## src/hw/rtl/rdt_slot_mod.sv

```systemverilog
// rdt_slot_mod: iterative remainder of a 32-bit sequence number by the window size
// eight bits per cycle; no package dependencies
module rdt_slot_mod #(
  parameter int WINDOW = 32,
  localparam int SL_W = $clog2(WINDOW)
) (
  input  logic            clk,
  input  logic            rst,
  input  logic            start,
  input  logic [31:0]     value,
  output logic            done,
  output logic [SL_W-1:0] rem
);

  localparam int STEP_BITS = 8;
  localparam int STEPS = 32 / STEP_BITS;
  localparam int CNT_W = $clog2(STEPS);
  localparam logic [SL_W:0] WIN = (SL_W + 1)'(WINDOW);

  logic [31:0]      sh;
  logic [CNT_W-1:0] cnt;
  logic             busy;
  logic [SL_W-1:0]  rem_next;

  // restoring reduction, one bit per inner step
  always_comb begin : reduce
    logic [SL_W-1:0] acc;
    logic [SL_W:0]   t;
    acc = rem;
    t = '0;
    for (int i = 0; i < STEP_BITS; i++) begin
      t = {acc, sh[31 - i]};
      if (t >= WIN) begin
        t = t - WIN;
      end
      acc = t[SL_W-1:0];
    end
    rem_next = acc;
  end

  always_ff @(posedge clk) begin
    if (rst) begin
      busy <= 1'b0;
      done <= 1'b0;
      cnt  <= '0;
    end else begin
      done <= 1'b0;
      if (start) begin
        busy <= 1'b1;
        cnt  <= '0;
      end else if (busy) begin
        cnt <= cnt + 1'b1;
        if (cnt == CNT_W'(STEPS - 1)) begin
          busy <= 1'b0;
          done <= 1'b1;
        end
      end
    end
  end

  always_ff @(posedge clk) begin
    if (start) begin
      sh  <= value;
      rem <= '0;
    end else if (busy) begin
      sh  <= sh << STEP_BITS;
      rem <= rem_next;
    end
  end

endmodule

```

## config.mk

```make
export PLATFORM = sky130hd
export DESIGN_NAME = rdt_slot_mod
export DESIGN_NICKNAME = d
export VERILOG_FILES = /design/src/hw/rtl/rdt_slot_mod.sv
export SDC_FILE = /design/constraint.sdc
export NUM_CORES = 1
export LEC_CHECK = 0
export BUFFER_PORTS_ARGS = -buffer_cell sky130_fd_sc_hd__buf_2
export CORE_MARGIN = 2
export CORE_UTILIZATION = 44
export DETAILED_ROUTE_END_ITERATION = 10
export GPL_TIMING_DRIVEN = 0
export MAX_ROUTING_LAYER = met4
export PLACE_DENSITY = 0.83
export SYNTH_ARGS = -nofsm -noshare
export SYNTH_HDL_FRONTEND = slang
export SYNTH_SLANG_ARGS = --single-unit
```

## constraint.sdc

```tcl
create_clock -name clk -period 1.2 [get_ports clk]
set_input_delay 0.18 -clock clk [delete_from_list [all_inputs] [get_ports clk]]
set_output_delay 0.18 -clock clk [all_outputs]
set_load 0.02 [all_outputs]
```

=== Word-level counts from Yosys, hierarchy flattened ===
Cells that the tools add are included.

* Output and inout bits: 6
* Bits in registers: 41
* Logic and storage cells: 41
* Input port bits: 35

* Reductions and logical operators: 3
* Mux-type cells: 14
* Magnitude comparators: 8
* $add $sub $neg: 9
* Bitwise gates (word level): 1
* Equal/unequal tests: 1

{| class="wikitable"
|+ Operator list
! cell !! number
|-
| $mux 32 || 2
|-
| $ge 6x6->1 const B || 8
|-
| $mux 5 || 8
|-
| $sub 5x1->5 const B || 8
|-
| $mux 1 || 4
|-
| $reduce_or 3->1 || 1
|-
| $add 2x1->2 const B || 1
|-
| $eq 2x2->1 const B || 1
|-
| $reduce_bool 2->1 || 1
|-
| $reduce_or 2->1 || 1
|-
| $not 1->1 || 1
|}

=== Longest topological paths before layout ===
Gate-level depths: netlist of the first run.

* Depth in word-level cells: 16
* Mapped depth: 3
* Gate-level depth less buffers: 3

=== Worst setup path after synthesis of the first run ===
Ideal clock, no wire load.

* Kind: register -> register
* Start: reg busy
* End: reg sh[0], enable pin
* Stages on the path, launching flop included: 3
* Slack: 0.032 ns
* Clock period less this slack: 1.168 ns
* Setup time: 0.301 ns
* Data required time: 0.899 ns
* Arrival time: 0.868 ns
* Path buffers: 1
* Cells stage by stage: dfxtp_1 buf_6 or2_2

* Cells in the longest elaborated chain, start to end: 1

{| class="wikitable"
|+ RTL lines
! element !! line !! source
|-
| from (decl) || 22 || <nowiki>logic busy;</nowiki>
|-
| from (signal assigned) || 43 || <nowiki>busy <= 1'b0;</nowiki>
|-
| from (signal assigned) || 49 || <nowiki>busy <= 1'b1;</nowiki>
|-
| from (signal assigned) || 54 || <nowiki>busy <= 1'b0;</nowiki>
|-
| $reduce_bool 2->1 (no source line) || -- ||
|-
| to (signal assigned) || 63 || <nowiki>sh <= value;</nowiki>
|-
| to (signal assigned) || 66 || <nowiki>sh <= sh << STEP_BITS;</nowiki>
|-
| to (decl) || 20 || <nowiki>logic [31:0] sh;</nowiki>
|}

Every way passes these cells.
A chain may end at the register's enable or synchronous reset.

=== Final worst setup path of the first run ===
* Start: reg busy
* End: reg sh[24], enable pin

Same word-level chain as after synthesis.

==> results by group, run 1 <==
Clock network
  • Clk buf depth: 2
  • TritonCTS clock tree: built
  • Worst-Skew Late Latency: roughly 0.33 ns
  • Clock sink count: 29
  • Clock transition at the registers of the reported paths: about 0.080 ns
  • Total CTS buffers: 5
  • Clk root buf: clkbuf_4
  • Htree depth: 2

Global routing
  • Largest net degree at the start of global routing: 21
  • Initial antenna violation count: 0
  • Vias in the first global route: 672
  • GR Util All Layers: a little over an eighth
  • GR Overflow Total: 0
  • First-pass GRT wire length: roughly 3.0 mm

Routing
  • 1st-iter DRT viols: 8
  • Wire per inst: 12.54 µm
  • DRC: 0
  • Drt total wl: approximately 1.8 mm
  • DR vias: slightly below 700
  • Drt first pass iters: 2
  • Routed vias/inst: between 4 and 5
  • DRT antenna net count: 0

Worst setup path
  • Crit path capture type: flop
  • Worst R2R Setup Slack: a little under 0.09 ns
  • RR Startpoint: busy$_SDFF_PP0_
  • CP required: between 1 and 1.5 ns
  • Setup crit start kind: flop
  • Crit path cell chain: buf_6 -> or2_4
  • Worst path max stage delay: between 0.3 and 0.4 ns
  • Slowest stage cell, crit path: dfxtp_1
  • Worst reg2reg path endpoint: sh[24]$_DFFE_PP_
  • Crit path DAT: 1.11 ns
  • CP Class: reg2reg
  • Crit Path Max Fanout: 20
  • Reg2Reg Depth: 2

Floorplanning
  • Core area: between 0.002 and 0.003 mm²
  • DIE AREA: around 0.0032 mm²
  • Die height: approximately 57 µm
  • Cell row count: 19
  • Starting density of the core: 45.27%
  • Die W: 56.58 µm
  • Ports: approximately 40

STA
  • Fmax: 0.9004 GHz
  • Slew @ Worst Pin: 0.2766 ns
  • Slew Viols, Final: 0
  • Tmin final: 1.111 ns
  • RSZ-0062 raised after global routing: no
  • Final period util: between 90 and 100%
  • TNS Setup: 0 ns
  • Worst slew margin: approximately four fifths
  • Setup violations, final: 0
  • Hold Vio Cnt, Final: 0
  • Setup Skew: around 0.0073 ns

Logic synthesis
  • Cells after Synth: 74
  • Syn Area/Cell: about 16 µm²
  • Synth area leader: edfxtp_1
  • Synth cell types: 16
  • Area contributors post-synth: edfxtp_1, mux2_4, dfxtp_1, mux2i_1, buf_6
  • Area share of the largest cell type after synthesis: between 40 and 50%
  • Mapped cell area: 0.001216 mm²
  • Syn Nets: 110
  • Sequential area share after synthesis: around 64%
  • #FFs+latches synth: 29
  • Synth warn: 0

Final layout
  • Diode count: 0
  • Layout cells sized above 1: 48.62%
  • Design Area, Final: about 0.0015 mm²
  • Commonest non-fill, non-tap cell in the layout: buf_2
  • Fillers: between 200 and 250
  • Highest-count cells in the layout ignoring fill and taps: buf_2, edfxtp_1, mux2_4, dfxtp_1, mux2i_1
  • Layout area overhead: 19.34%
  • Nets@finish: around 140

Flow run
  • Maxcap violations: 0

Min path
  • Hold Path Class: in2reg
  • Startpoint of the worst hold path: rst
  • Hold endpoint: busy$_SDFF_PP0_
  • Hold Path Stages: 2

Pwr
  • Pleak: roughly 0.65 nW
  • Maximum VDD drop: 897.3 µV
  • Power per cell area: approximately 1400 mW/mm²

Outcome
  • Status: finished clean

Placed design
  • PortBufs: 27
  • Gpl congestion: around 0.65
  • Placement Cell Area: about 0.0014 mm²
==> cell usage after synthesis <==
master	count
dfxtp_1	9
ha_1	1
nand2_1	1
buf_6	3
nand2b_1	1
mux2_4	15
nor2_1	5
inv_1	1
a21oi_1	1
or2_2	1
and2_1	5
edfxtp_1	20
xnor2_1	1
nor3_1	3
buf_2	1
mux2i_1	6
==> metal layers <==
layer | global-route usage [%] | wire [µm] | vias to the layer above
met2 | 19.77 | 859 | 27
met3 | 6.912 | 147 | 3
met5 | - | 0 | -
li1 | - | - | 335
met4 | 6.122 | 33 | 0
met1 | 15.36 | 716 | 317
==> critical path, delay by kind of cell (launching register included) <==
family / cells / cell delay, ns
buffers and inverters: 1 / 0.15
flip-flops: 1 / 0.33
AND/OR/NAND/NOR: 1 / 0.31
==> kinds of logic (layout without fill, tap and decap cells) <==
kind of cell	Yosys count	in the layout	share of synthesized area, %
muxes	21	21	23.46
buffers and inverters	5	40	3.497
DFF	29	29	64.20
AOI/OAI and AO/OA	1	1	0.4111
and+or+nand+nor	16	16	6.687
adders and majority gates	1	1	1.029
xor gates and xnor gates	1	1	0.7203
==> final cells by class <==
class / instances / area, µm² / area share [%]
timing repair buffer: 27 / 135.1 / 9.310
clock buffer: 8 / 58.81 / 4.052
inverter: 1 / 3.754 / 0.2586
multi-input combinational: 40 / 395.4 / 27.24
tap: 31 / 38.79 / 2.672
sequential: 29 / 780.7 / 53.79
buffer: 4 / 38.79 / 2.672
==> sequential cells by signal, indices dropped and copies added (netlist names) <==
signal,count
done,1
busy,1
cnt,2
sh,20
rem,5
==> worst max-delay path by stage <==
| stage | start | endpoint | slack (ns) |
|---|---|---|---|
| floorplan | busy$_SDFF_PP0_ | sh[0]$_SDFFCE_PN0P_ | 0.03 |
| finish | busy$_SDFF_PP0_ | sh[24]$_DFFE_PP_ | 0.09 |
| global placement | busy$_SDFF_PP0_ | sh[2]$_SDFFCE_PN0P_ | -0.04 |
| global route | busy$_SDFF_PP0_ | sh[24]$_DFFE_PP_ | 0.01 |
| detailed placement | busy$_SDFF_PP0_ | sh[20]$_DFFE_PP_ | -0.07 |
| CTS | busy$_SDFF_PP0_ | sh[24]$_DFFE_PP_ | 0.07 |
==> through the flow <==
| stage | utilization [%] | power, mW | setup WS (ns) | hold slack, ns | cells |
|---|---|---|---|---|---|
| final | 54.03 | 2.037 | 0.08937 | 0.06085 | 140 |
| after detailed placement | 51.75 | 1.464 | -0.07355 | 0.4025 | 132 |
| after CTS | 54.03 | 2.069 | 0.07103 | 0.04374 | 140 |
| after global routing | 54.03 | 2.151 | 0.01413 | 0.03893 | 140 |
| after floorplan | - | 1.386 | 0.03179 | 0.2491 | 74 |
| after global placement | 51.75 | 1.448 | -0.04003 | 0.3944 | 132 |
==> what timing repair did <==
item                       4_1_cts  5_1_grt
gates resized for setup          1        0
setup endpoints to repair       20        0
hold buffers                     0        0
buffers inserted                 0        0
==> where the power goes <==
group	switching [mW]	internal, mW	leakage [nW]
Sequential	0.0246	1.17	0.279
Combinational	0.102	0.143	0.335
Clock	0.311	0.289	0.0326
Total	0.438	1.60	0.647
No activity file was read; power rests on OpenSTA's default activity.
==> run 2: changes to the inputs <==
Settings changed: SETUP_SLACK_MARGIN from default to 0.3.
==> run 2 against run 1 <==
Against the previous run:
- clock-buffer cell count unchanged
- maximum frequency rose by 14%
- hold slack worse by 0.026 ns
- non-clock buffer count is 10 higher
- via count grew 8.5%
- register-to-register slack gained 0.14 ns
- cell area grew 13%
- largest cell class unchanged
- highest routed layer unchanged
==> results by group, run 2 (synthesis results as in run 1) <==
Global routing
  • Vias in the first global route: 808
  • Largest net degree at the start of global routing: 14
  • GR Overflow Total: 0
  • GR Util All Layers: 15.45%
  • First-pass GRT wire length: 3.387 mm
  • Initial antenna violation count: 0

Clock network
  • TritonCTS clock tree: built
  • Worst-Skew Late Latency: between 0.3 and 0.4 ns
  • Htree depth: 2
  • Clk root buf: clkbuf_4
  • Clock sink count: 29
  • Total CTS buffers: 5
  • Clock transition at the registers of the reported paths: 0.09 ns
  • Clk buf depth: 2

Routing
  • Drt first pass iters: 4
  • Wire per inst: 14.69 µm
  • 1st-iter DRT viols: 15
  • DRC: 0
  • Routed vias/inst: slightly below 5
  • DRT antenna net count: 0
  • DR vias: 740
  • Drt total wl: 2.248 mm

Pwr
  • Switching Fraction: 22.84%
  • Power per cell area: roughly 1300 mW/mm²
  • Net load switching power: 0.4911 mW
  • Clk pwr share: about 29%
  • Combinational Power Share: approximately 15%
  • Pleak: just over 0.7 nW
  • Internal power: approximately 1.7 mW
  • Maximum VDD drop: 873.4 µV
  • Sequential share of power: between 50% and 60%

Min path
  • Hold Path Class: in2reg
  • Hold Path Stages: 2
  • Startpoint of the worst hold path: rst
  • Hold endpoint: cnt[0]$_SDFFE_PP0P_

Floorplanning
  • Die W: ~57 µm
  • DIE AREA: approximately 0.0032 mm²
  • Starting density of the core: 45.27%
  • Cell row count: 19
  • Core area: 0.002686 mm²
  • Die height: approximately 57 µm
  • Ports: 41

Worst setup path
  • Setup crit start kind: flop
  • Crit path capture type: flop
  • RR Startpoint: busy$_SDFF_PP0_
  • CP Class: reg2reg
  • Crit path DAT: 1.07 ns
  • CP required: around 1.3 ns
  • Crit Path Max Fanout: 5
  • Worst R2R Setup Slack: between 0.2 and 0.25 ns
  • Reg2Reg Depth: 2
  • Worst reg2reg path endpoint: sh[3]$_SDFFCE_PN0P_

STA
  • Slew Viols, Final: 0
  • Tmin final: ~0.97 ns
  • Worst slew margin: 86.45%
  • Slew @ Worst Pin: approximately 0.20 ns
  • Setup Skew: ~0.0063 ns
  • Fmax: just over 1 GHz
  • Hold Vio Cnt, Final: 0
  • RSZ-0062 raised after global routing: yes
  • Final period util: about four fifths
  • TNS Setup: 0 ns
  • Setup violations, final: 0
  • Worst hold slack: 0.03490 ns

Outcome
  • Status: finished clean

Final layout
  • Nets@finish: approximately 160
  • Layout cells sized above 1: between 60% and 70%
  • Multi-input gate area: between 400 and 500 µm²
  • Highest-count cells in the layout ignoring fill and taps: buf_2, edfxtp_1, mux2_4, buf_6, dfxtp_2
  • Max reg flops: 20
  • Design Area, Final: 0.001642 mm²
  • Seq. cell area: slightly below 800 µm²
  • Fillers: 235
  • Top reg by flops: sh
  • Diode count: 0
  • Layout area overhead: 34.98%
  • Largest registers: sh (20), rem (5), cnt (2)
  • Commonest non-fill, non-tap cell in the layout: buf_2

Placed design
  • Gpl congestion: approximately 0.64
  • Placement Cell Area: roughly 0.0014 mm²
  • PortBufs: 27

Flow run
  • Maxcap violations: 0
==> run 2: cell count changes in the layout (fill, tap and decap cells not counted) <==
| cell | previous run | this run |
|---|---|---|
| buf_4 | 0 | 6 |
| ha_1 | 1 | 0 |
| buf_6 | 3 | 13 |
| xnor2_2 | 0 | 1 |
| ha_4 | 0 | 1 |
| xnor2_1 | 1 | 0 |
| or2_4 | 1 | 4 |
| dfxtp_2 | 0 | 9 |
| nor3_1 | 3 | 2 |
| nor3_2 | 0 | 1 |
| dfxtp_1 | 9 | 0 |
| buf_2 | 28 | 22 |
==> run 2: metal layers <==
layer  share of wire (%)  wire [µm]  up-vias  track usage (%)
met3                 5.5        124        6            5.069
li1                    -          -      361                -
met5                   0          0        -                -
met2                  52       1169       26            23.92
met1                  40        894      347            16.44
met4                 2.6         59        0            11.22
==> run 2: worst max path at each step <==
stage	slack, ns	start	cells after the start	to
2_1_floorplan	0.19	busy$_SDFF_PP0_	2	sh[0]$_SDFFCE_PN0P_
3_3_place_gp	0.11	busy$_SDFF_PP0_	2	sh[2]$_SDFFCE_PN0P_
3_5_place_dp	0.09	busy$_SDFF_PP0_	2	sh[11]$_DFFE_PP_
4_1_cts	0.22	busy$_SDFF_PP0_	2	sh[3]$_SDFFCE_PN0P_
5_1_grt	0.19	rem[2]$_SDFFE_PP0P_	1	rem[2]
6_report	0.23	busy$_SDFF_PP0_	2	sh[3]$_SDFFCE_PN0P_
==> run 2: area by class of cell <==
class                      instances  share of cell area, %
sequential                        29                  48.25
multi-input combinational         43                  27.21
timing repair buffer              37                  16.01
clock buffer                       8                  3.582
buffer                             4                  2.363
tap                               31                  2.363
inverter                           1                 0.2287
==> run 2: timing repair <==
item / 4_1_cts / 5_1_grt
endpoints found under the hold margin: 0 / 0
setup endpoints to repair: 31 / 41
hold buffers: 0 / 0
pin swaps: 4 / 5
buffers inserted: 5 / 4
gates resized for setup: 24 / 8
gates cloned: 4 / 0
==> run 2: critical path, stage by stage (launching register included) <==
cell and delay (ns):
dfxtp_2 0.34, buf_6 0.13, or2_4 0.26
==> run 2: metrics by stage <==
stage | setup slack [ns] | util, % | power [mW] | instances
5_1_grt | 0.1932 | 61.11 | 2.239 | 153
3_5_place_dp | 0.08566 | 51.84 | 1.468 | 132
6_report | 0.2270 | 61.11 | 2.151 | 153
4_1_cts | 0.2162 | 58.45 | 2.145 | 149
2_1_floorplan | 0.1883 | - | 1.388 | 74
3_3_place_gp | 0.1076 | 51.84 | 1.452 | 132
==> run 2: power groups by stage <==
stage               Clock [mW]  Sequential [mW]  Combinational [mW]
floorplan                    0             1.23               0.163
global placement             0             1.21               0.239
detailed placement           0             1.22               0.249
CTS                      0.645             1.20               0.298
global route             0.686             1.21               0.342
finish                   0.629             1.20               0.320
==> run 3: changes to the inputs <==
Clock period 1.2 ns to 0.8 ns, I/O delays scaled along.
==> run 3 against run 2 <==
Against the previous run:
- the flow now finishes with violations (hold timing, setup timing)
- sequential power increased by 50%
- first-iteration DRC count decreased by 6.7%
- setup slack worse by 0.40 ns
- sequential share of layout area rose by 0.83 points
- clock power grew 32%
- hold slack lost 0.058 ns
- critical path depth stayed put
- power is 44% higher
- largest power group unchanged
- highest routed layer unchanged
==> results by group, run 3 (synthesis results as in run 1) <==
Outcome
  • Status: finished with violations
  • Violated checks: hold timing, setup timing

Floorplanning
  • Die W: ~57 µm
  • Die height: about 57 µm
  • Starting density of the core: between 40% and 50%
  • Core area: about 0.0027 mm²
  • Cell row count: 19
  • DIE AREA: 0.003201 mm²
  • Ports: about 40

Flow run
  • Maxcap violations: 0

STA
  • Hold Vio Cnt, Final: 8
  • Fmax: between 1 and 1.5 GHz
  • Worst slew margin: roughly nine tenths
  • Slew @ Worst Pin: roughly 0.16 ns
  • Tmin final: 0.9733 ns
  • Worst setup margin: -0.1733 ns
  • Worst hold slack: -0.02349 ns
  • Slew Viols, Final: 0
  • RSZ-0062 raised after global routing: yes
  • Setup Skew: ~0.0035 ns
  • Final period util: 121.7%
  • Setup violations, final: 50

Final layout
  • Commonest non-fill, non-tap cell in the layout: buf_2
  • Diode count: 0
  • Layout Utilization: around three fifths
  • Layout cells sized above 1: 63.79%
  • Highest-count cells in the layout ignoring fill and taps: buf_2, edfxtp_1, mux2_4, buf_6, dfxtp_2
  • Nets@finish: 151
  • Fillers: between 200 and 250
  • Seq. cell area: between 700 and 800 µm²
  • Largest registers: sh (20), rem (5), cnt (2)
  • Top reg by flops: sh
  • Layout area overhead: 33.13%
  • Multi-input gate area: 469.2 µm²
  • Max reg flops: 20

Global routing
  • Vias in the first global route: between 700 and 800
  • GRT met1 Usage: 18.35%
  • Global route hottest layer: met2
  • GR Overflow Total: 0
  • Initial antenna violation count: 0
  • GR Util All Layers: 15.94%
  • Grt met3 use: around 7%
  • First-pass GRT wire length: 3.512 mm
  • Largest net degree at the start of global routing: 14
  • Grt met2 use: 24.58%

Pwr
  • Final Power: 3.104 mW
  • Maximum VDD drop: 1422 µV
  • Power per cell area: about 1900 mW/mm²
  • Pleak: just under 0.7 nW

Worst setup path
  • CP required: between 0.8 and 0.9 ns
  • Crit path DAT: ~1.1 ns
  • Worst R2R Setup Slack: -0.17 ns
  • CP Class: reg2reg
  • Crit path capture type: flop
  • CP delay by family, top: flip-flops
  • Worst path max stage delay: 0.33 ns
  • Slowest stage cell, crit path: dfxtp_2
  • CP Buf/Inv Count: 1
  • Crit Path Max Fanout: 6
  • Setup crit start kind: flop
  • Crit path cell chain: buf_6 -> or2_4

Clock network
  • Clock transition at the registers of the reported paths: roughly 0.080 ns
  • TritonCTS clock tree: built
  • Total CTS buffers: 5
  • Clk buf depth: 2
  • Htree depth: 2
  • Worst-Skew Late Latency: 0.32 ns
  • Clk root buf: clkbuf_4
  • Clock sink count: 29

Routing
  • DRC: 0
  • Wire per inst: around 15 µm
  • DR vias: just over 700
  • Drt total wl: approximately 2.2 mm
  • 1st-iter DRT viols: 14
  • Routed vias/inst: about 5
  • DRT antenna net count: 0
  • Drt first pass iters: 3

Placed design
  • PortBufs: 27
  • Gpl congestion: ~0.72

Min path
  • Hold Path Class: in2reg
[run 3: where the power goes]
group          switching (mW)  total (mW)  internal (mW)
clock network           0.479       0.829          0.349
logic                   0.180       0.471          0.290
registers              0.0491        1.80           1.75
total                   0.709        3.10           2.39
[run 3: worst register-to-register path, delay by kind of cell (launching register included)]
kind	cells	cell delay [ns]
buf+inv	1	0.13
flops	1	0.33
simple gates	1	0.27
[run 3: worst paths after layout]
| path | from | endpoint | cells after the start |
|---|---|---|---|
| setup / recovery | busy$_SDFF_PP0_ | sh[26]$_DFFE_PP_ | 2 |
| hold / removal | start | cnt[0]$_SDFFE_PP0P_ | 2 |
| setup reg to reg | busy$_SDFF_PP0_ | sh[26]$_DFFE_PP_ | 2 |
| hold reg to reg | sh[28]$_DFFE_PP_ | rem[4]$_SDFFE_PP0P_ | 2 |
[run 3: metrics by stage]
step	setup TNS, ns	setup WS [ns]	cells	instance area (µm²)
final	-5.880	-0.1733	147	1619
after detailed placement	-7.643	-0.3148	132	1434
after CTS	-6.321	-0.1834	146	1577
after floorplan	-5.001	-0.2117	74	1260
after global placement	-6.554	-0.2839	132	1434
after global routing	-7.071	-0.1846	147	1619
[run 3: final cells by class]
cell class	instances	share of cell area [%]
sequential	29	49.07
clock buffer	8	3.014
buffer	4	3.555
multi-input combinational	43	28.98
tap	31	2.396
timing repair buffer	31	12.75
inverter	1	0.2318
[run 3: metal layers]
metal,vias to the layer above,part of all wire [%]
li1,354,-
met1,336,40
met2,25,52
met3,5,6.0
met4,0,1.4
met5,-,0
[run 3: repair_timing]
action,CTS,global route
pin swaps,3,5
cloned,4,0
buffers inserted,2,1
endpoints found under the setup margin,50,50
resized for setup,18,7
endpoints found under the hold margin,9,8
