### src/hw/rtl/rdt_pkg.sv
// rdt_pkg: shared types and codes for the reliable datagram tracker
// no dependencies; used by rdt_out_reg and reliable_datagram_tracker
package rdt_pkg;

  // input function codes
  localparam logic [2:0] FUNC_SEND = 3'd0;
  localparam logic [2:0] FUNC_ACK  = 3'd1;
  localparam logic [2:0] FUNC_DATA = 3'd2;
  localparam logic [2:0] FUNC_TICK = 3'd3;

  // result kinds
  localparam logic [3:0] KIND_PASSED      = 4'd0;
  localparam logic [3:0] KIND_STORED      = 4'd1;
  localparam logic [3:0] KIND_ACK_CLEARED = 4'd2;
  localparam logic [3:0] KIND_DELIVERED   = 4'd3;
  localparam logic [3:0] KIND_DUPLICATE   = 4'd4;
  localparam logic [3:0] KIND_BAD_ACK     = 4'd5;
  localparam logic [3:0] KIND_TOO_SHORT   = 4'd6;
  localparam logic [3:0] KIND_RESEND      = 4'd7;
  localparam logic [3:0] KIND_TICK_DONE   = 4'd8;

  // one result word
  typedef struct packed {
    logic [3:0]  kind;
    logic [3:0]  peer;
    logic [31:0] seq;
    logic [4:0]  slot;
    logic [16:0] len;
    logic        send_ack;
    logic        last;
  } rdt_result_t;

endpackage

### src/hw/rtl/rdt_out_reg.sv
// rdt_out_reg: one-word output register that parts the result channel from the core
// depends on rdt_pkg for the result word type
module rdt_out_reg (
  input  logic                 clk,
  input  logic                 rst,
  input  logic                 push,
  input  rdt_pkg::rdt_result_t res_in,
  output logic                 space,
  output logic                 valid,
  input  logic                 ready,
  output rdt_pkg::rdt_result_t res_out
);

  assign space = !valid || ready;

  always_ff @(posedge clk) begin
    if (rst) begin
      valid <= 1'b0;
    end else if (push) begin
      valid <= 1'b1;
    end else if (ready) begin
      valid <= 1'b0;
    end
  end

  always_ff @(posedge clk) begin
    if (push) begin
      res_out <= res_in;
    end
  end

endmodule

### config.mk
export PLATFORM = sky130hd
export DESIGN_NAME = rdt_out_reg
export DESIGN_NICKNAME = d
export VERILOG_FILES = /design/src/hw/rtl/rdt_pkg.sv /design/src/hw/rtl/rdt_out_reg.sv
export SDC_FILE = /design/constraint.sdc
export NUM_CORES = 1
export LEC_CHECK = 0
export BUFFER_PORTS_ARGS = -buffer_cell sky130_fd_sc_hd__buf_2
export CAP_MARGIN = 20
export CORE_ASPECT_RATIO = 2
export CORE_MARGIN = 10
export CORE_UTILIZATION = 30
export DETAILED_ROUTE_END_ITERATION = 16
export REMOVE_ABC_BUFFERS = 1
export SLEW_MARGIN = 0
export SYNTH_ARGS = -nofsm -noshare
export SYNTH_HDL_FRONTEND = slang
export SYNTH_SLANG_ARGS = --single-unit
export TNS_END_PERCENT = 50
### constraint.sdc
create_clock -name clk -period 1.85 [get_ports clk]
set_clock_uncertainty 0.1 [all_clocks]
set_input_delay 0.185 -clock clk [delete_from_list [all_inputs] [get_ports clk]]
set_output_delay 0.185 -clock clk [all_outputs]
set_load 0.005 [all_outputs]
**After elaboration in Yosys (flattened, before gate mapping)**

Cells that the tools add are included.
W data, S select, Z words.

- Output and inout bits: 66
- Bits of input ports: 68
- Bits in registers: 65
- Logic and storage cells: 13

- Muxes and demuxes: 2
- Reduce and logical (&&, ||, !) cells: 3

Operators by type and width:

| cell | number |
|---|---|
| $mux W1 | 2 |
| $reduce_bool A2 Y1 | 1 |
| $logic_not A1 Y1 | 1 |
| $logic_or A1 B1 Y1 | 1 |

**Logic depth before layout (Yosys ltp)**

Gate-level depths: netlist of run 1.

- Word-level depth: 2
- Depth in mapped cells: 2
- Depth with buffers taken out: 2

**Least setup slack after synthesis of run 1**

OpenSTA, ideal clock, no wires.

- Kind: reg2out
- Start: register valid
- End: output port space
- Cell stages (with the launch flop): 2
- Arrival time: 0.430 ns
- Slack: 1.135 ns
- Buffers on the path: 0
- Data required time: 1.565 ns
- Cells stage by stage: dfxtp_1 > nand2b_4

- Longest elaborated chain between the ends: 2

Ends and longest elaborated chain:

| item | RTL line | source |
|---|---|---|
| start, declared | rdt_out_reg.sv:9 | `output logic valid,` |
| start signal, assigned | rdt_out_reg.sv:18 | `valid <= 1'b0;` |
| start signal, assigned | rdt_out_reg.sv:20 | `valid <= 1'b1;` |
| start signal, assigned | rdt_out_reg.sv:22 | `valid <= 1'b0;` |
| $logic_not A1 Y1 | rdt_out_reg.sv:14 | `assign space = !valid \|\| ready;` |
| $logic_or A1 B1 Y1 | rdt_out_reg.sv:14 |  |
| end, declared | rdt_out_reg.sv:8 | `output logic space,` |

No other way between the ends.

**Worst setup path after layout of run 1**

Ends and elaborated chain as after synthesis.

==> impl_metrics.prom, run 1 <==
# TYPE chip_impl_metric gauge
chip_impl_info{name="run_status",value="complete, no violations"} 1
chip_impl_info{name="synthTopCellsByCount",value="64 x sky130_fd_sc_hd__edfxtp_1, 1 x sky130_fd_sc_hd__a21oi_2, 1 x sky130_fd_sc_hd__dfxtp_1, 1 x sky130_fd_sc_hd__inv_1, 1 x sky130_fd_sc_hd__nand2b_4"} 1
chip_impl_metric{name="crit_arrival",unit="ns"} 0.87
chip_impl_metric{name="timing.final.crit_period",unit="ns"} 1.16
chip_impl_metric{name="drt_iter0_markers",unit=""} 108
chip_impl_metric{name="critPathRequiredTime",unit="ns"} 1.56
chip_impl_metric{name="post_detailed_routing_wire_length",unit="µm"} 6320
chip_impl_info{name="timing_worst_setup_path_type",value="reg -> out"} 1
chip_impl_metric{name="final-hold-violation-count",unit=""} 0
chip_impl_info{name="ordered_list_of_cells_on_the_worst_path",value="nand2b_4 -> buf_2"} 1
chip_impl_metric{name="cap_violations",unit=""} 0
chip_impl_metric{name="htree_levels",unit=""} 3
chip_impl_metric{name="power-per-cell-area",unit="nW/µm²"} 966
chip_impl_metric{name="die_w",unit="µm"} 77.3
chip_impl_metric{name="path_clk_slew",unit="ns"} 0.05
chip_impl_metric{name="switching_share",unit=""} 0.194
chip_impl_metric{name="yosysTopAreaCellShare",unit=""} 0.976
chip_impl_metric{name="die-area",unit="µm²"} 10400
chip_impl_metric{name="grtUsageTotal",unit=""} 0.126
chip_impl_metric{name="intPower",unit="mW"} 2.85
chip_impl_metric{name="gp_congestion",unit=""} 0.696
chip_impl_metric{name="post_cts_setup_buffers",unit=""} 0
chip_impl_info{name="hp-class",value="in -> reg"} 1
chip_impl_metric{name="leakagePower",unit="nW"} 1.57
chip_impl_metric{name="drt-vias-per-instance",unit=""} 3.97
chip_impl_metric{name="setup-violations-final",unit=""} 0
chip_impl_metric{name="maximum_number_of_pins_on_one_net_before_global_route_repair",unit=""} 66
chip_impl_metric{name="power_frac_seq",unit=""} 0.503
chip_impl_metric{name="area_growth",unit="%"} 85.8
chip_impl_metric{name="setup-tns-final",unit="ns"} 0
chip_impl_metric{name="max_slew_margin",unit=""} 0.769
chip_impl_info{name="grt_setup_unrepaired",value="false"} 1
chip_impl_metric{name="critPathMaxFanout",unit=""} 2
chip_impl_metric{name="latest_clock_arrival_within_the_worst_skew_pair",unit="ns"} 0.32
chip_impl_metric{name="cts_buffer_depth",unit=""} 2
chip_impl_metric{name="cts_made_buffers",unit=""} 9
chip_impl_info{name="synth_most_common_cell",value="sky130_fd_sc_hd__edfxtp_1"} 1
chip_impl_metric{name="wl_per_cell",unit="µm"} 17.2
chip_impl_metric{name="maxClockFrequency",unit="GHz"} 0.864
chip_impl_metric{name="antenna_found_initial",unit=""} 0
chip_impl_metric{name="route.vias.total",unit=""} 1457
chip_impl_metric{name="async_flop_share",unit=""} 0
chip_impl_metric{name="dp.final_hpwl",unit="µm"} 4430
chip_impl_metric{name="fin_hold_ws",unit="ns"} 0.0461
chip_impl_metric{name="io_pins",unit=""} 134
chip_impl_metric{name="syn-mean-instance-area",unit="µm²"} 28.9
chip_impl_metric{name="layout.filler_cells",unit=""} 542
chip_impl_info{name="synth_ff_type",value="sky130_fd_sc_hd__edfxtp_1"} 1
chip_impl_metric{name="power_switching",unit="mW"} 0.685
chip_impl_info{name="critical_path.startpoint",value="valid"} 1
chip_impl_metric{name="seq_cells_post_synth",unit=""} 65
chip_impl_metric{name="timing.critical_path.slowest_cell_delay",unit="ns"} 0.36
chip_impl_metric{name="port_buffers",unit=""} 133
chip_impl_metric{name="post_route_cells_drive_above_1_share",unit=""} 0.516
chip_impl_info{name="worst_setup_path_start_kind",value="flip-flop"} 1
chip_impl_info{name="clock-root-buffer",value="sky130_fd_sc_hd__clkbuf_16"} 1
chip_impl_info{name="synth_top_cell_by_area",value="sky130_fd_sc_hd__edfxtp_1"} 1
chip_impl_metric{name="netlist_instances",unit=""} 68
chip_impl_metric{name="detail-route-antenna-nets",unit=""} 0
chip_impl_info{name="critical_path.slowest_cell",value="sky130_fd_sc_hd__dfxtp_1"} 1
chip_impl_info{name="post_synth_main_area_contributors",value="sky130_fd_sc_hd__edfxtp_1 98%, sky130_fd_sc_hd__dfxtp_1 1.0%, sky130_fd_sc_hd__nand2b_4 0.70%, sky130_fd_sc_hd__a21oi_2 0.45%, sky130_fd_sc_hd__inv_1 0.19%"} 1
chip_impl_info{name="clock_tree_from_tritoncts",value="built"} 1
chip_impl_metric{name="vdd_ir_drop_max",unit="mV"} 0.570
chip_impl_metric{name="initial_core_util",unit=""} 0.309
chip_impl_metric{name="n_diodes",unit=""} 0
chip_impl_info{name="critical_path.endpoint_type",value="primary output"} 1
chip_impl_metric{name="tightest_slew",unit="ns"} 0.346
chip_impl_metric{name="globalRouteOverflowTotal",unit=""} 0
chip_impl_metric{name="die-height",unit="µm"} 135
chip_impl_metric{name="core",unit="µm²"} 6360
chip_impl_metric{name="synth_area",unit="µm²"} 1970
chip_impl_metric{name="number_of_rows_created_at_floorplan",unit=""} 41
chip_impl_metric{name="grt_pass1_wl",unit="µm"} 9760
chip_impl_metric{name="fin_crit_sh",unit=""} 0.625
chip_impl_info{name="hold_path.startpoint",value="ready"} 1
chip_impl_metric{name="cts_hold_fix_bufs",unit=""} 65
chip_impl_metric{name="num-nets-final",unit=""} 346
chip_impl_metric{name="comb_power_share",unit=""} 0.102
chip_impl_metric{name="synth_warnings",unit=""} 0
chip_impl_metric{name="synth_enable_flop_cells",unit=""} 64
chip_impl_metric{name="power_frac_clock",unit=""} 0.395
chip_impl_metric{name="post_cts_resize_count",unit=""} 0
chip_impl_metric{name="synth_sequential_area_ratio",unit=""} 0.987
chip_impl_metric{name="max_slew_violation_count",unit=""} 0
chip_impl_metric{name="post_synth_num_cell_types",unit=""} 5
chip_impl_metric{name="remaining_drc_errors",unit=""} 0
chip_impl_info{name="regToRegStartpoint",value="valid"} 1
chip_impl_metric{name="cts.sinks",unit=""} 65
chip_impl_metric{name="first_global_vias",unit=""} 1765
chip_impl_metric{name="drt-pass1-iter-count",unit=""} 4
==> routing by layer <==
metal | up-vias | global-route usage | part of all wire
li1 | 694 | - | -
met1 | 680 | 0.108 | 0.31
met2 | 70 | 0.235 | 0.59
met3 | 13 | 0.0492 | 0.074
met4 | 0 | 0.0765 | 0.028
met5 | - | 0 | 0
==> critical path: cells and delay by family, from the launching register on <==
kind | cells | cell delay [ns]
buffers and inverters | 1 | 0.13
DFF | 1 | 0.36
and+or+nand+nor | 1 | 0.07
==> power by group through the flow <==
stage | Combinational (mW) | Sequential, mW | Clock, mW
final | 0.361 | 1.78 | 1.39
after floorplan | 0.00405 | 1.83 | 0
after global routing | 0.392 | 1.79 | 1.50
after global placement | 0.250 | 1.80 | 0
after CTS | 0.365 | 1.78 | 1.44
after detailed placement | 0.255 | 1.80 | 0
==> kinds of logic after synthesis <==
kind of cell,Yosys count,synth area share
simple gates,1,0.00699
flops,65,0.987
compound gates,1,0.00445
buf+inv,1,0.00191
==> stage by stage <==
step | power [mW] | util | setup WS, ns | instances | area, µm²
2_1_floorplan | 1.83 | - | 1.14 | 68 | 1970
3_3_place_gp | 2.05 | 0.434 | 0.797 | 288 | 2760
3_5_place_dp | 2.06 | 0.434 | 0.785 | 288 | 2760
4_1_cts | 3.59 | 0.575 | 0.676 | 367 | 3660
5_1_grt | 3.68 | 0.575 | 0.659 | 367 | 3660
6_report | 3.53 | 0.575 | 0.693 | 367 | 3660
==> cell type report <==
cell class,instances,area [µm²],area share
clock buffer,12,236,0.0647
multi-input combinational,2,22.5,0.00616
sequential,65,1940,0.531
inverter,1,3.75,0.00103
timing repair buffer,199,1340,0.366
tap,86,108,0.0294
clock inverter,2,7.51,0.00205
==> state kept, by name, indices dropped and copies added, names as in the netlist <==
signal	flops
res_out	64
valid	1
==> placed cells by master, fill, tap and decap left out <==
master | synthesis | final
sky130_fd_sc_hd__buf_2 | 0 | 133
sky130_fd_sc_hd__dlygate4sd3_1 | 0 | 65
sky130_fd_sc_hd__edfxtp_1 | 64 | 64
sky130_fd_sc_hd__clkbuf_16 | 0 | 9
sky130_fd_sc_hd__clkbuf_1 | 0 | 3
sky130_fd_sc_hd__clkinv_1 | 0 | 2
sky130_fd_sc_hd__inv_1 | 1 | 1
sky130_fd_sc_hd__nand2b_4 | 1 | 1
sky130_fd_sc_hd__a21oi_2 | 1 | 1
sky130_fd_sc_hd__buf_12 | 0 | 1
sky130_fd_sc_hd__dfxtp_1 | 1 | 1
==> path summary, 6_finish.rpt <==
| path | cells after the start | slack, ns | endpoint |
|---|---|---|---|
| max | 2 | 0.69 | space |
| min | 3 | 0.05 | valid |
| max reg2reg | 2 | 1.14 | valid |
| min reg2reg | 2 | 0.39 | valid |
No activity file was read; power rests on OpenSTA's default activity.
==> run 2, diff against run 1 <==
--- a/config.mk
+++ b/config.mk
@@ -5,6 +5,7 @@
 export SDC_FILE = /design/constraint.sdc
 export NUM_CORES = 1
 export LEC_CHECK = 0
+export ABC_AREA = 1
 export BUFFER_PORTS_ARGS = -buffer_cell sky130_fd_sc_hd__buf_2
 export CAP_MARGIN = 20
 export CORE_ASPECT_RATIO = 2
==> constraint.sdc (replaced) <==
create_clock -name clk -period 1.2 [get_ports clk]
set_clock_uncertainty 0.1 [all_clocks]
set_input_delay 0.12 -clock clk [delete_from_list [all_inputs] [get_ports clk]]
set_output_delay 0.12 -clock clk [all_outputs]
set_load 0.005 [all_outputs]
==> run 2 against run 1 <==
The flow now finishes with violations (hold timing). Highest routed layer unchanged. Largest cell class unchanged. Critical path type unchanged. Cell area rose by 0.38%. Count of clock-buffer cells in the layout shrank 1. Worst setup slack worse by 0.56 ns. Register-to-register slack lost 0.60 ns. Via count is 0.21% higher. Sequential share of layout area shrank 0.20 points. Global-route usage shrank 0.23 points. Area after synthesis fell by 0.19%.
==> impl_metrics.prom, run 2 <==
# TYPE chip_impl_metric gauge
chip_impl_info{name="run_status",value="finished with violations"} 1
chip_impl_info{name="violations",value="hold timing"} 1
chip_impl_metric{name="port_buffers",unit=""} 133
chip_impl_metric{name="post_route_cells_drive_above_1_share",unit=""} 0.521
chip_impl_metric{name="leakagePower",unit="nW"} 1.58
chip_impl_metric{name="intPower",unit="mW"} 4.38
chip_impl_metric{name="max_slew_margin",unit=""} 0.881
chip_impl_metric{name="grt_pass1_wl",unit="µm"} 9400
chip_impl_metric{name="final-hold-violation-count",unit=""} 1
chip_impl_metric{name="maxClockFrequency",unit="GHz"} 0.937
chip_impl_metric{name="globalRouteOverflowTotal",unit=""} 0
chip_impl_metric{name="drt_iter0_markers",unit=""} 90
chip_impl_metric{name="largest_register_ff_count",unit=""} 64
chip_impl_metric{name="area_growth",unit="%"} 86.8
chip_impl_metric{name="number_of_rows_created_at_floorplan",unit=""} 41
chip_impl_metric{name="post_synth_num_cell_types",unit=""} 5
chip_impl_info{name="grt_setup_unrepaired",value="false"} 1
chip_impl_metric{name="netlist_instances",unit=""} 69
chip_impl_metric{name="maximum_number_of_pins_on_one_net_before_global_route_repair",unit=""} 33
chip_impl_metric{name="die_w",unit="µm"} 77.2
chip_impl_metric{name="yosysTopAreaCellShare",unit=""} 0.978
chip_impl_metric{name="area_taken_by_multi_input_logic_gates",unit="µm²"} 15.0
chip_impl_metric{name="latest_clock_arrival_within_the_worst_skew_pair",unit="ns"} 0.32
chip_impl_metric{name="n_diodes",unit=""} 0
chip_impl_metric{name="power_switching",unit="mW"} 1.06
chip_impl_metric{name="remaining_drc_errors",unit=""} 0
chip_impl_metric{name="drt-vias-per-instance",unit=""} 3.97
chip_impl_metric{name="cts_buffer_depth",unit=""} 2
chip_impl_metric{name="post_cts_setup_buffers",unit=""} 0
chip_impl_info{name="post_synth_main_area_contributors",value="sky130_fd_sc_hd__edfxtp_1 98%, sky130_fd_sc_hd__dfxtp_1 1.0%, sky130_fd_sc_hd__a21oi_2 0.45%, sky130_fd_sc_hd__inv_1 0.38%, sky130_fd_sc_hd__nand2_2 0.32%"} 1
chip_impl_metric{name="vdd_ir_drop_max",unit="mV"} 1.30
chip_impl_metric{name="cts.sinks",unit=""} 65
chip_impl_metric{name="setup-tns-final",unit="ns"} 0
chip_impl_metric{name="switching_share",unit=""} 0.195
chip_impl_metric{name="power-per-cell-area",unit="nW/µm²"} 1480
chip_impl_metric{name="totalPowerFinal",unit="mW"} 5.44
chip_impl_metric{name="cts_made_buffers",unit=""} 9
chip_impl_metric{name="detail-route-antenna-nets",unit=""} 0
chip_impl_metric{name="async_flop_share",unit=""} 0
chip_impl_metric{name="synth_warnings",unit=""} 0
chip_impl_metric{name="synth_enable_flop_cells",unit=""} 64
chip_impl_metric{name="path_clk_slew",unit="ns"} 0.05
chip_impl_metric{name="timing.final.crit_period",unit="ns"} 1.07
chip_impl_info{name="timing_worst_setup_path_type",value="reg -> out"} 1
chip_impl_metric{name="layout.filler_cells",unit=""} 521
chip_impl_metric{name="htree_levels",unit=""} 3
chip_impl_info{name="clock-root-buffer",value="sky130_fd_sc_hd__clkbuf_16"} 1
chip_impl_metric{name="route.vias.total",unit=""} 1460
chip_impl_metric{name="cts_hold_fix_bufs",unit=""} 65
chip_impl_metric{name="io_pins",unit=""} 134
chip_impl_metric{name="num-nets-final",unit=""} 348
chip_impl_info{name="critical_path.endpoint_type",value="primary output"} 1
chip_impl_metric{name="wl_per_cell",unit="µm"} 17.0
chip_impl_info{name="registers.top_by_ff_count",value="res_out"} 1
chip_impl_metric{name="syn-mean-instance-area",unit="µm²"} 28.5
chip_impl_metric{name="cap_violations",unit=""} 0
chip_impl_metric{name="comb_power_share",unit=""} 0.103
chip_impl_metric{name="synth_sequential_area_ratio",unit=""} 0.989
chip_impl_metric{name="crit_arrival",unit="ns"} 0.85
chip_impl_metric{name="synth_area",unit="µm²"} 1960
chip_impl_metric{name="seqCellArea",unit="µm²"} 1940
chip_impl_metric{name="seq_cells_post_synth",unit=""} 65
chip_impl_metric{name="grtUsageTotal",unit=""} 0.124
chip_impl_metric{name="fin_hold_ws",unit="ns"} -0.0403
chip_impl_metric{name="die-area",unit="µm²"} 10400
chip_impl_info{name="hp-class",value="in -> reg"} 1
chip_impl_info{name="worst_setup_path_start_kind",value="flip-flop"} 1
chip_impl_metric{name="drt-pass1-iter-count",unit=""} 4
chip_impl_metric{name="antenna_found_initial",unit=""} 0
chip_impl_info{name="final_cell_mix",value="133 x sky130_fd_sc_hd__buf_2, 65 x sky130_fd_sc_hd__dlygate4sd3_1, 64 x sky130_fd_sc_hd__edfxtp_1"} 1
chip_impl_metric{name="core",unit="µm²"} 6360
chip_impl_metric{name="power_frac_seq",unit=""} 0.503
chip_impl_metric{name="first_global_vias",unit=""} 1738
chip_impl_info{name="synth_top_cell_by_area",value="sky130_fd_sc_hd__edfxtp_1"} 1
chip_impl_info{name="mostFrequentLayoutCell",value="sky130_fd_sc_hd__buf_2"} 1
chip_impl_metric{name="max_slew_violation_count",unit=""} 0
chip_impl_metric{name="dp_cells",unit=""} 290
chip_impl_metric{name="final_cells",unit=""} 368
chip_impl_metric{name="post_cts_resize_count",unit=""} 0
chip_impl_metric{name="initial_core_util",unit=""} 0.309
chip_impl_info{name="synth_most_common_cell",value="sky130_fd_sc_hd__edfxtp_1"} 1
chip_impl_metric{name="critPathRequiredTime",unit="ns"} 0.98
chip_impl_metric{name="gp_congestion",unit=""} 0.739
chip_impl_info{name="clock_tree_from_tritoncts",value="built"} 1
chip_impl_metric{name="fin_crit_sh",unit=""} 0.889
chip_impl_metric{name="power_frac_clock",unit=""} 0.394
chip_impl_info{name="reg.largest.list",value="res_out: 64 flops, valid: 1 flops"} 1
chip_impl_metric{name="tightest_slew",unit="ns"} 0.178
chip_impl_metric{name="setup-violations-final",unit=""} 0
chip_impl_metric{name="critPathMaxFanout",unit=""} 2
chip_impl_metric{name="post_detailed_routing_wire_length",unit="µm"} 6260
chip_impl_info{name="synth_ff_type",value="sky130_fd_sc_hd__edfxtp_1"} 1
chip_impl_info{name="synthTopCellsByCount",value="64 x sky130_fd_sc_hd__edfxtp_1, 2 x sky130_fd_sc_hd__inv_1, 1 x sky130_fd_sc_hd__a21oi_2, 1 x sky130_fd_sc_hd__dfxtp_1, 1 x sky130_fd_sc_hd__nand2_2"} 1
chip_impl_metric{name="die-height",unit="µm"} 134
[run 2: cell type report]
type | instances | area share
Multi-Input combinational cell | 2 | 0.00409
Sequential cell | 65 | 0.529
Clock inverter | 2 | 0.00239
Timing Repair Buffer | 200 | 0.370
Inverter | 2 | 0.00205
Tap cell | 86 | 0.0293
Clock buffer | 11 | 0.0634
[run 2: worst max-delay path, stage by stage (launching register included)]
cell	delay, ns
sky130_fd_sc_hd__dfxtp_1	0.33
sky130_fd_sc_hd__nand2_2	0.07
sky130_fd_sc_hd__buf_2	0.12
[run 2: metrics by stage]
stage          setup WS [ns]   util  hold slack [ns]  area [µm²]
3_3_place_gp           0.256  0.437            0.183        2780
3_5_place_dp           0.243  0.437            0.183        2780
4_1_cts                0.112  0.577          -0.0587        3670
2_1_floorplan          0.531      -           0.0824        1960
5_1_grt               0.0737  0.577          -0.0148        3670
6_report               0.133  0.577          -0.0403        3670
[run 2: cell families after synthesis]
kind of cell	synth area share
AO/OA/AOI/OAI	0.00446
buffers and inverters	0.00382
flip-flops	0.989
AND/OR/NAND/NOR	0.00319
[run 2: per-layer routing]
layer | track usage | vias to the layer above | wire [µm]
met5 | 0 | - | 0
li1 | - | 694 | -
met4 | 0.0959 | 0 | 304
met1 | 0.0905 | 669 | 1760
met3 | 0.0589 | 18 | 507
met2 | 0.231 | 79 | 3690
[run 2: path summary, 6_finish.rpt]
kind,startpoint,end,slack (ns),cells past startpoint
worst max-delay path,valid,space,0.13,2
worst min-delay path,ready,valid,-0.04,4
worst max register to register,valid,valid,0.54,2
worst min register to register,valid,valid,0.37,2
[run 2: power groups by stage]
stage | Clock [mW] | Combinational [mW] | Sequential [mW]
2_1_floorplan | 0 | 0.00520 | 2.81
3_3_place_gp | 0 | 0.384 | 2.77
3_5_place_dp | 0 | 0.393 | 2.78
4_1_cts | 2.21 | 0.564 | 2.74
5_1_grt | 2.28 | 0.605 | 2.75
6_report | 2.15 | 0.559 | 2.74
